File: src/hdl/kcl_pkg.sv
// Shared types and constants of the keypad code lock.
`default_nettype none

package kcl_pkg;

  // Operation carried by one input transaction.
  typedef enum logic [1:0] {
    OP_KEY    = 2'd0,
    OP_ENABLE = 2'd1,
    OP_DOOR   = 2'd2
  } opcode_e;

  // Event reported for every input transaction.
  typedef enum logic [3:0] {
    EV_DIGIT    = 4'd0,
    EV_DELETED  = 4'd1,
    EV_OPEN     = 4'd2,
    EV_WRONG    = 4'd3,
    EV_LOCKED   = 4'd4,
    EV_CHANGE   = 4'd5,
    EV_BADCUR   = 4'd6,
    EV_REPEAT   = 4'd7,
    EV_CHANGED  = 4'd8,
    EV_MISMATCH = 4'd9,
    EV_UNLOCKED = 4'd10,
    EV_IGNORED  = 4'd11
  } event_e;

  // Lock modes, one-hot.
  typedef enum logic [4:0] {
    MODE_NORMAL  = 5'b00001,
    MODE_CURRENT = 5'b00010,
    MODE_NEW1    = 5'b00100,
    MODE_NEW2    = 5'b01000,
    MODE_LOCKED  = 5'b10000
  } mode_e;

  // Configuration register indexes (byte address is four times the index).
  typedef enum logic {
    REG_MODE_CODE = 1'b0,
    REG_ATTEMPTS  = 1'b1
  } reg_idx_e;

  localparam int unsigned FIELD_CODE_W = 20;
  localparam int unsigned ATTEMPT_W    = 3;
  localparam int unsigned COUNT_OUT_W  = 3;

  localparam logic [3:0]              KEY_DELETE      = 4'd15;
  localparam logic [FIELD_CODE_W-1:0] MODE_CODE_RST   = 20'd920844;
  localparam logic [ATTEMPT_W-1:0]    ATTEMPTS_RST    = 3'd3;
  localparam logic [FIELD_CODE_W-1:0] STORED_CODE_RST = 20'd344592;

  // Input item, last field in the lowest bits.
  typedef struct packed {
    logic       value_bit;
    logic [3:0] key_code;
    opcode_e    opcode;
  } in_item_t;

  // Result item, last field in the lowest bits.
  typedef struct packed {
    logic [FIELD_CODE_W-1:0] new_code;
    logic                    door_drive;
    logic [COUNT_OUT_W-1:0]  entry_count;
    event_e                  event_res;
  } res_t;

  // Configuration values handed from the register block to the core.
  typedef struct packed {
    logic [FIELD_CODE_W-1:0] mode_change_code;
    logic [ATTEMPT_W-1:0]    attempts_before_lock;
  } cfg_t;

endpackage

`default_nettype wire

File: src/hdl/kcl_cfg.sv
// Configuration registers of the keypad code lock behind an APB-style port.
`default_nettype none

module kcl_cfg
  import kcl_pkg::*;
(
  input  wire logic        clk_i,
  input  wire logic        rst_ni,
  input  wire logic        psel,
  input  wire logic        penable,
  input  wire logic        pwrite,
  input  wire logic [2:0]  paddr,
  input  wire logic [31:0] pwdata,
  output logic [31:0]      prdata,
  output logic             pready,
  output cfg_t             cfg_o
);

  logic [FIELD_CODE_W-1:0] mode_code_q;
  logic [ATTEMPT_W-1:0]    attempts_q;
  logic                    wr_en;
  reg_idx_e                reg_idx;

  assign pready  = 1'b1;
  assign reg_idx = reg_idx_e'(paddr[2]);
  assign wr_en   = psel && penable && pwrite && pready;

  // Register writes complete in the access phase.
  always_ff @(posedge clk_i or negedge rst_ni) begin
    if (!rst_ni) begin
      mode_code_q <= MODE_CODE_RST;
      attempts_q  <= ATTEMPTS_RST;
    end else if (wr_en) begin
      case (reg_idx)
        REG_MODE_CODE: mode_code_q <= pwdata[FIELD_CODE_W-1:0];
        REG_ATTEMPTS:  attempts_q  <= pwdata[ATTEMPT_W-1:0];
        default: ;
      endcase
    end
  end

  // Read data is selected straight from the registers.
  always_comb begin
    case (reg_idx)
      REG_MODE_CODE: prdata = {{(32-FIELD_CODE_W){1'b0}}, mode_code_q};
      REG_ATTEMPTS:  prdata = {{(32-ATTEMPT_W){1'b0}}, attempts_q};
      default:       prdata = '0;
    endcase
  end

  assign cfg_o.mode_change_code     = mode_code_q;
  assign cfg_o.attempts_before_lock = attempts_q;

endmodule

`default_nettype wire

File: src/hdl/kcl_core.sv
// Input register, lock state, single-pass step logic and result register.
`default_nettype none

module kcl_core
  import kcl_pkg::*;
#(
  parameter int unsigned CODE_LEN = 5
) (
  input  wire logic     clk_i,
  input  wire logic     rst_ni,
  input  wire cfg_t     cfg_i,
  input  wire logic     in_valid_i,
  output logic          in_ready_o,
  input  wire in_item_t in_item_i,
  output logic          out_valid_o,
  input  wire logic     out_ready_i,
  output res_t          out_res_o
);

  localparam int unsigned CODE_W  = 4 * CODE_LEN;
  localparam int unsigned STORE_W = (CODE_W > FIELD_CODE_W) ? CODE_W : FIELD_CODE_W;
  localparam int unsigned CNT_W   = (CODE_LEN > 1) ? $clog2(CODE_LEN) : 1;
  localparam logic [CNT_W-1:0] LAST_IDX = CNT_W'(CODE_LEN - 1);

  // Pipeline registers.
  logic     in_vld_q;
  in_item_t in_item_q;
  logic     out_vld_q;
  res_t     out_res_q;

  // Lock state.
  mode_e                mode_q, mode_d;
  logic [CNT_W-1:0]     count_q, count_d;
  logic [ATTEMPT_W-1:0] wrong_q, wrong_d;
  logic [STORE_W-1:0]   stored_q, stored_d;
  logic [CODE_W-1:0]    first_q;
  logic                 first_wr;
  logic                 enabled_q, enabled_d;
  logic [3:0]           digits_q [CODE_LEN];
  logic                 digit_wr;

  logic               adv;
  logic               step_en;
  event_e             ev;
  logic [CODE_W-1:0]  entry;
  logic [STORE_W-1:0] mode_code_w;
  logic [ATTEMPT_W:0] wrong_inc;

  // Handshake: the result register frees when empty or taken, and the input
  // register refills whenever its item moves on.
  assign adv        = !out_vld_q || out_ready_i;
  assign step_en    = in_vld_q && adv;
  assign in_ready_o = !in_vld_q || adv;

  always_ff @(posedge clk_i or negedge rst_ni) begin
    if (!rst_ni) begin
      in_vld_q  <= 1'b0;
      out_vld_q <= 1'b0;
    end else begin
      if (in_ready_o) begin
        in_vld_q <= in_valid_i;
      end
      if (adv) begin
        out_vld_q <= in_vld_q;
      end
    end
  end

  always_ff @(posedge clk_i) begin
    if (in_valid_i && in_ready_o) begin
      in_item_q <= in_item_i;
    end
  end

  // Full entry as it stands with the current key placed in its slot.
  always_comb begin
    for (int i = 0; i < CODE_LEN; i++) begin
      entry[4*i +: 4] = (CNT_W'(i) == count_q) ? in_item_q.key_code : digits_q[i];
    end
  end

  assign mode_code_w = STORE_W'(cfg_i.mode_change_code);
  assign wrong_inc   = {1'b0, wrong_q} + 1'b1;

  // Step logic for one transaction.
  always_comb begin
    mode_d    = mode_q;
    count_d   = count_q;
    wrong_d   = wrong_q;
    stored_d  = stored_q;
    enabled_d = enabled_q;
    first_wr  = 1'b0;
    digit_wr  = 1'b0;
    ev        = EV_IGNORED;
    case (in_item_q.opcode)
      OP_KEY: begin
        if (!enabled_q || mode_q == MODE_LOCKED) begin
          ev = EV_IGNORED;
        end else if (in_item_q.key_code == KEY_DELETE) begin
          if (count_q != '0) begin
            count_d = count_q - 1'b1;
            ev      = EV_DELETED;
          end
        end else if (count_q != LAST_IDX) begin
          digit_wr = 1'b1;
          count_d  = count_q + 1'b1;
          ev       = EV_DIGIT;
        end else begin
          // Last digit: judge the full entry and empty it.
          digit_wr = 1'b1;
          count_d  = '0;
          case (mode_q)
            MODE_NORMAL: begin
              if (entry == stored_q[CODE_W-1:0]) begin
                ev      = EV_OPEN;
                wrong_d = '0;
              end else if (entry == mode_code_w[CODE_W-1:0]) begin
                ev     = EV_CHANGE;
                mode_d = MODE_CURRENT;
              end else if (wrong_inc >= {1'b0, cfg_i.attempts_before_lock}) begin
                ev        = EV_LOCKED;
                mode_d    = MODE_LOCKED;
                enabled_d = 1'b0;
                wrong_d   = '0;
              end else begin
                ev      = EV_WRONG;
                wrong_d = wrong_inc[ATTEMPT_W-1:0];
              end
            end
            MODE_CURRENT: begin
              if (entry == stored_q[CODE_W-1:0]) begin
                ev     = EV_CHANGE;
                mode_d = MODE_NEW1;
              end else begin
                ev     = EV_BADCUR;
                mode_d = MODE_NORMAL;
              end
            end
            MODE_NEW1: begin
              first_wr = 1'b1;
              ev       = EV_REPEAT;
              mode_d   = MODE_NEW2;
            end
            MODE_NEW2: begin
              if (entry == first_q) begin
                stored_d = STORE_W'(entry);
                ev       = EV_CHANGED;
              end else begin
                ev = EV_MISMATCH;
              end
              mode_d = MODE_NORMAL;
            end
            default: begin
              mode_d = MODE_NORMAL;
            end
          endcase
        end
      end
      OP_ENABLE: begin
        enabled_d = in_item_q.value_bit;
        if (in_item_q.value_bit) begin
          ev = EV_UNLOCKED;
          if (mode_q == MODE_LOCKED) begin
            mode_d  = MODE_NORMAL;
            wrong_d = '0;
          end
        end
      end
      OP_DOOR: begin
        if (in_item_q.value_bit) begin
          ev = EV_OPEN;
        end
      end
      default: begin
        ev = EV_IGNORED;
      end
    endcase
  end

  // Control state.
  always_ff @(posedge clk_i or negedge rst_ni) begin
    if (!rst_ni) begin
      mode_q    <= MODE_NORMAL;
      count_q   <= '0;
      wrong_q   <= '0;
      stored_q  <= STORE_W'(STORED_CODE_RST);
      enabled_q <= 1'b1;
    end else if (step_en) begin
      mode_q    <= mode_d;
      count_q   <= count_d;
      wrong_q   <= wrong_d;
      stored_q  <= stored_d;
      enabled_q <= enabled_d;
    end
  end

  // Entry digits and the first new code are written before they are read.
  always_ff @(posedge clk_i) begin
    for (int i = 0; i < CODE_LEN; i++) begin
      if (step_en && digit_wr && count_q == CNT_W'(i)) begin
        digits_q[i] <= in_item_q.key_code;
      end
    end
    if (step_en && first_wr) begin
      first_q <= entry;
    end
  end

  // Result register.
  always_ff @(posedge clk_i) begin
    if (step_en) begin
      out_res_q.event_res   <= ev;
      out_res_q.entry_count <= COUNT_OUT_W'(count_d);
      out_res_q.door_drive  <= (ev == EV_OPEN);
      out_res_q.new_code    <= stored_d[FIELD_CODE_W-1:0];
    end
  end

  assign out_valid_o = out_vld_q;
  assign out_res_o   = out_res_q;

endmodule

`default_nettype wire

File: src/hdl/keypad_code_lock_top.sv
// Keypad code lock: stream in, stream out, APB-style configuration.
//
// Each input transaction on s_axis carries a key press or a remote command;
// every one gives exactly one result transaction on m_axis with the event,
// the digits held in the entry, the door drive and the stored code.
// Configuration: register 0 (address 0) is the mode-change code, register 1
// (address 4) is the number of wrong entries before lockout. Write them only
// while no transaction is in flight.
// Path: an accepted item waits in the input register until the result
// register is free, then moves into the result register and sits there
// until it is taken. Throughput: one transaction per cycle while the
// result side does not stall; the whole step, including the parallel code
// compares, is one pass of logic between those two registers.
// Reset: stored code keys 0, 1, 2, 4, 5, mode code keys 12, 0, 13, 0, 14,
// three attempts, keypad enabled, entry empty, both pipeline registers empty.
// Stall: when m_axis_tready is low the result holds, the input register
// still takes one more transaction, then s_axis_tready drops.
`default_nettype none

module keypad_code_lock_top
  import kcl_pkg::*;
#(
  parameter int unsigned CODE_LEN = 5  // digits per code, 1 to 8
) (
  input  wire logic        clk_i,
  input  wire logic        rst_ni,
  input  wire logic        s_axis_tvalid,
  output logic             s_axis_tready,
  // tdata from bit 0: opcode[1:0], key_code[5:2], value_bit[6], zero[7]
  input  wire logic [7:0]  s_axis_tdata,
  output logic             m_axis_tvalid,
  input  wire logic        m_axis_tready,
  // tdata from bit 0: event_res[3:0], entry_count[6:4], door_drive[7],
  // new_code[27:8], zero[31:28]
  output logic [31:0]      m_axis_tdata,
  input  wire logic        psel,
  input  wire logic        penable,
  input  wire logic        pwrite,
  input  wire logic [2:0]  paddr,
  input  wire logic [31:0] pwdata,
  output logic [31:0]      prdata,
  output logic             pready
);

  cfg_t     cfg;
  in_item_t in_item;
  res_t     out_res;

  assign in_item = in_item_t'(s_axis_tdata[$bits(in_item_t)-1:0]);

  kcl_cfg u_cfg (
    .clk_i   (clk_i),
    .rst_ni  (rst_ni),
    .psel    (psel),
    .penable (penable),
    .pwrite  (pwrite),
    .paddr   (paddr),
    .pwdata  (pwdata),
    .prdata  (prdata),
    .pready  (pready),
    .cfg_o   (cfg)
  );

  kcl_core #(
    .CODE_LEN (CODE_LEN)
  ) u_core (
    .clk_i       (clk_i),
    .rst_ni      (rst_ni),
    .cfg_i       (cfg),
    .in_valid_i  (s_axis_tvalid),
    .in_ready_o  (s_axis_tready),
    .in_item_i   (in_item),
    .out_valid_o (m_axis_tvalid),
    .out_ready_i (m_axis_tready),
    .out_res_o   (out_res)
  );

  assign m_axis_tdata = {{(32-$bits(res_t)){1'b0}}, out_res};

endmodule

`default_nettype wire

File: config.mk
export PLATFORM = sky130hd
export DESIGN_NAME = keypad_code_lock_top
export DESIGN_NICKNAME = d
export VERILOG_FILES = /design/src/hdl/kcl_pkg.sv /design/src/hdl/kcl_cfg.sv /design/src/hdl/kcl_core.sv /design/src/hdl/keypad_code_lock_top.sv
export SDC_FILE = /design/constraint.sdc
export NUM_CORES = 1
export LEC_CHECK = 0
export BUFFER_PORTS_ARGS = -buffer_cell sky130_fd_sc_hd__buf_2
export CORE_UTILIZATION = 58
export DETAILED_ROUTE_END_ITERATION = 16
export PLACE_DENSITY = 0.81
export RECOVER_POWER = 100
export SYNTH_ARGS = -nofsm -noshare
export SYNTH_HDL_FRONTEND = slang
export SYNTH_HIERARCHICAL = 1
export SYNTH_SLANG_ARGS = --single-unit
File: constraint.sdc
create_clock -name clk_i -period 5.97 [get_ports clk_i]
set_clock_uncertainty 0.2 [all_clocks]
set_input_delay 0.2985 -clock clk_i [delete_from_list [all_inputs] [get_ports clk_i]]
set_output_delay 0.2985 -clock clk_i [all_outputs]
set_load 0.005 [all_outputs]
==> summary.md <==
| Metric | Value |
|---|---|
| Status | `complete, but fails checks` |
| Failing checks | `max-capacitance violations, max-slew violations` |
| First-pass GRT wire length | `29900 um` |
| Total Wirelength | `19000 um` |
| Clock power frac | `0.319` |
| Yosys cell types | `70` |
| Min cycle time layout | `5190 ps` |
| Slowest cell on the critical path | `nor4_1` |
| Worst-case hold path end point | `u_cfg/attempts_q[1]` |
| Vias in the first global route | `5444` |
| Hold WC Path Type | `in -> reg` |
| Pwr Density | `363 mW/mm2` |
| Area growth from synthesis to layout | `14.8%` |
| Initial Utilization | `0.594` |
| Initial antenna violation count | `0` |
| Slew headroom | `-1.02` |
| Root Buffer | `clkbuf_16` |
| Sequential power share | `0.392` |
| Max_cap viols | `3` |
| Seq/Total Area, Yosys | `0.493` |
| Vias per cell | `6.08` |
| ANT nets after route | `0` |
| Clk_lat worst skew | `420 ps` |
| Pin count of the biggest net entering global routing | `58` |
| Synthesized area per cell | `11.8 um2` |
| WHS Path Cells | `3` |
| Comb power frac | `0.290` |
| Leakage | `3.53 nW` |
| Die width | `116 um` |
| Final net count | `807` |
| Clock-pin slew on the worst setup and hold paths | `~60 ps` |
| Crit-path max FO | `18` |
| Worst vdd ir | `0.209 mV` |
| Cell area after layout | `roughly 0.0086 mm2` |
| Clock Path Buffers | `2` |
| Grt total ovfl | `0` |
| CP peak stage delay | `between 700 and 800 ps` |
| Slew Viols, Final | `114` |
| R2R Setup Slk | `780 ps` |
| Post-Synthesis Cells | `633` |
| I/O pin count | `117` |
| Die height | `116 um` |
| PostCTS Resize Cnt | `0` |
| Type of origin of the critical path | `register` |
| TNS Setup | `0 ps` |
| Top FF cell, synth | `edfxtp_1` |
| DR vias | `between 5000 and 6000` |
| Max Clk Rate | `~190 MHz` |
| Tot GR Track Use | `0.304` |
| RSZ-0062 raised after global routing | `false` |
| Mean routed wirelength per cell | `20.5 um` |
| Drt initial violations | `roughly 560` |
| DRC | `0` |
| Placed Area | `0.00793 mm2` |
| Worst Max-Slew Pin Slew | `between 3000 and 4000 ps` |
| FFs w/ async S/R, synth | `0.432` |
| CTS sink count | `roughly 130` |
| Ant diodes | `0` |
| Post-synth EDFFs | `75` |
| Buffers on Ports | `84` |
| CTS H-Tree Depth | `4` |
| Hold path startpoint | `pwrite` |
| Ys Warns | `6` |
| Iteration count of the initial detailed-routing pass | `6` |
| CP cell instances | `inv_1, ha_1, nand2_1, mux2i_1, a221oi_1, nand3_1, or4_1, nor4_1, buf_4, mux2_1, mux2_2` |
| Layout cells sized above 1 | `0.194` |
| Die ar. | `0.0134 mm2` |
| Site Rows | `just over 40` |
| Crit end category | `register` |
| Share of the clock period used by the worst path | `0.869` |
| Internal power | `0.00206 W` |
| Placer Congestion | `0.943` |
| Fillers | `960` |
| Worst setup path class | `reg -> reg` |
| #FFs+latches synth | `132` |
| Cts bufs inserted | `17` |
| CORE AREA | `0.0126 mm2` |
| Critical path data required time | `6070 ps` |
| Reg2reg start | `u_core/count_q[0]` |
| Reg2reg end | `u_core/stored_q[10]` |
| Setup violations, final | `0` |
| Critical Path AT | `roughly 5300 ps` |
| Detailed placer's ending HPWL | `between 10000 and 15000 um` |
| Cells on worst reg2reg path | `11` |
| Final hold viol count | `0` |
| Switching pwr | `0.00106 W` |
| CTS tree | `built` |
| Synthesized cell area | `0.00750 mm2` |
| Switch share | `0.340` |
## layer usage
layer,part of all wire,global-route usage,up-vias
li1,-,-,2502
met1,0.41,0.397,2739
met2,0.47,0.492,346
met3,0.079,0.0539,56
met4,0.044,0.150,0
met5,0,0,-
## layout by cell type (no fill, tap or decap), types with 13 or more instances in the layout
cell / netlist / final
clkbuf_16: 0 / 18
edfxtp_1: 75 / 75
conb_1: 3 / 17
xnor2_1: 29 / 29
dfstp_2: 17 / 16
nor2b_1: 24 / 25
mux2_2: 48 / 37
inv_1: 53 / 54
mux2_1: 9 / 39
clkbuf_1: 9 / 30
o21ai_0: 20 / 20
nor3_1: 15 / 15
ha_1: 14 / 14
dfrtp_1: 40 / 40
nand2_1: 23 / 24
xor2_1: 15 / 15
dlygate4sd3_1: 0 / 31
nor2_1: 17 / 17
buf_2: 5 / 48
nand2b_1: 10 / 13
mux2i_1: 12 / 13
## flip-flops by register name, summed over array words and instances, names as in the netlist
signal              flops
u_cfg/attempts_q        3
u_core/out_res_o       28
u_core/in_item_q        7
u_core/count_q          3
u_core/first_q         20
u_core/out_valid_o      1
u_core/mode_q           5
u_core/digits_q        20
u_cfg/mode_code_q      20
u_core/wrong_q          3
u_core/stored_q        20
u_core/in_vld_q         1
u_core/enabled_q        1
## area by class of cell
cell class / count / area [um2] / share of cell area
inverter: 54 / 203 / 0.0236
clock inverter: 11 / 101 / 0.0118
multi-input combinational: 419 / 3200 / 0.371
timing repair buffer: 119 / 717 / 0.0833
clock buffer: 21 / 472 / 0.0548
tap: 172 / 215 / 0.0250
sequential: 132 / 3700 / 0.430
## timing repair
action                                  in CTS  in global routing
hold buffers                                31                  0
endpoints found under the hold margin       72                  0
endpoints found under the setup margin       0                  0
setup buffers                                0                  0
## synth_stat cells, drive strengths merged, types with 4 or more instances
cell type  count  share of area
dfrtp         40           0.13
and3           6         0.0050
nand2b        13          0.014
mux2i         13          0.018
ha            14          0.023
xnor2         29          0.034
inv           54          0.027
a22oi          6         0.0060
dfstp         17          0.060
clkbuf         9         0.0045
o211ai         5         0.0050
buf           33          0.035
a21oi         12         0.0080
a31oi          5         0.0042
nand3         12         0.0080
mux2          78           0.13
o21ai         20          0.013
o221ai         4         0.0047
nor2b         25          0.022
edfxtp        75           0.30
or3            4         0.0040
nor4          11          0.013
nand2         24          0.012
o22ai         12          0.010
xor2          15          0.018
nor2          17         0.0085
nand4         11         0.0092
nor3          15          0.010
## critical path, delay by kind of cell (launching register included)
kind | cells | cell delay, ps
AND/OR/NAND/NOR | 4 | 1910
adder cells (fa/ha/maj) | 1 | 420
AO/OA/AOI/OAI | 1 | 470
multiplexers | 3 | 990
buffers and inverters | 2 | 590
flip-flops | 1 | 470
## cell families after synthesis
| kind of cell | count (synthesis) | share of synthesized area |
|---|---|---|
| multiplexers | 91 | 0.146 |
| adder cells (fa/ha/maj) | 14 | 0.0234 |
| AND/OR/NAND/NOR | 151 | 0.121 |
| other | 3 | 0.00150 |
| flip-flops | 132 | 0.493 |
| buffers and inverters | 96 | 0.0664 |
| XOR/XNOR | 44 | 0.0514 |
| AO/OA/AOI/OAI | 102 | 0.0970 |
## stage by stage
stage | util | cells | total power (W) | hold WS, ps | setup WS, ps
finish | 0.682 | 928 | 0.00312 | 163 | 781
global route | 0.682 | 928 | 0.00326 | 164 | 599
CTS | 0.698 | 928 | 0.00317 | 154 | 1330
detailed placement | 0.628 | 865 | 0.00214 | 277 | 1400
global placement | 0.628 | 865 | 0.00212 | 268 | 1490
floorplan | - | 647 | 0.00190 | -197 | 1790
## power groups by stage
stage,clock [W],sequential (W),combinational (W)
finish,0.000995,0.00122,0.000905
global route,0.00105,0.00124,0.000973
CTS,0.00101,0.00122,0.000937
detailed placement,0,0.00123,0.000908
global placement,0,0.00123,0.000891
floorplan,0,0.00118,0.000723
## worst max path at each step
stage | slack [ps] | from | to | cells past startpoint
2_1_floorplan | 1790 | u_core/out_valid_o | u_core/first_q[0] | 6
3_3_place_gp | 1490 | u_core/count_q[2] | u_core/stored_q[15] | 11
3_5_place_dp | 1400 | u_core/count_q[2] | u_core/stored_q[1] | 11
4_1_cts | 1330 | u_core/count_q[2] | u_core/stored_q[1] | 11
5_1_grt | 600 | u_core/count_q[2] | u_core/out_res_o[7] | 11
6_report | 780 | u_core/count_q[0] | u_core/stored_q[10] | 11
No activity file was read; power rests on OpenSTA's default activity.
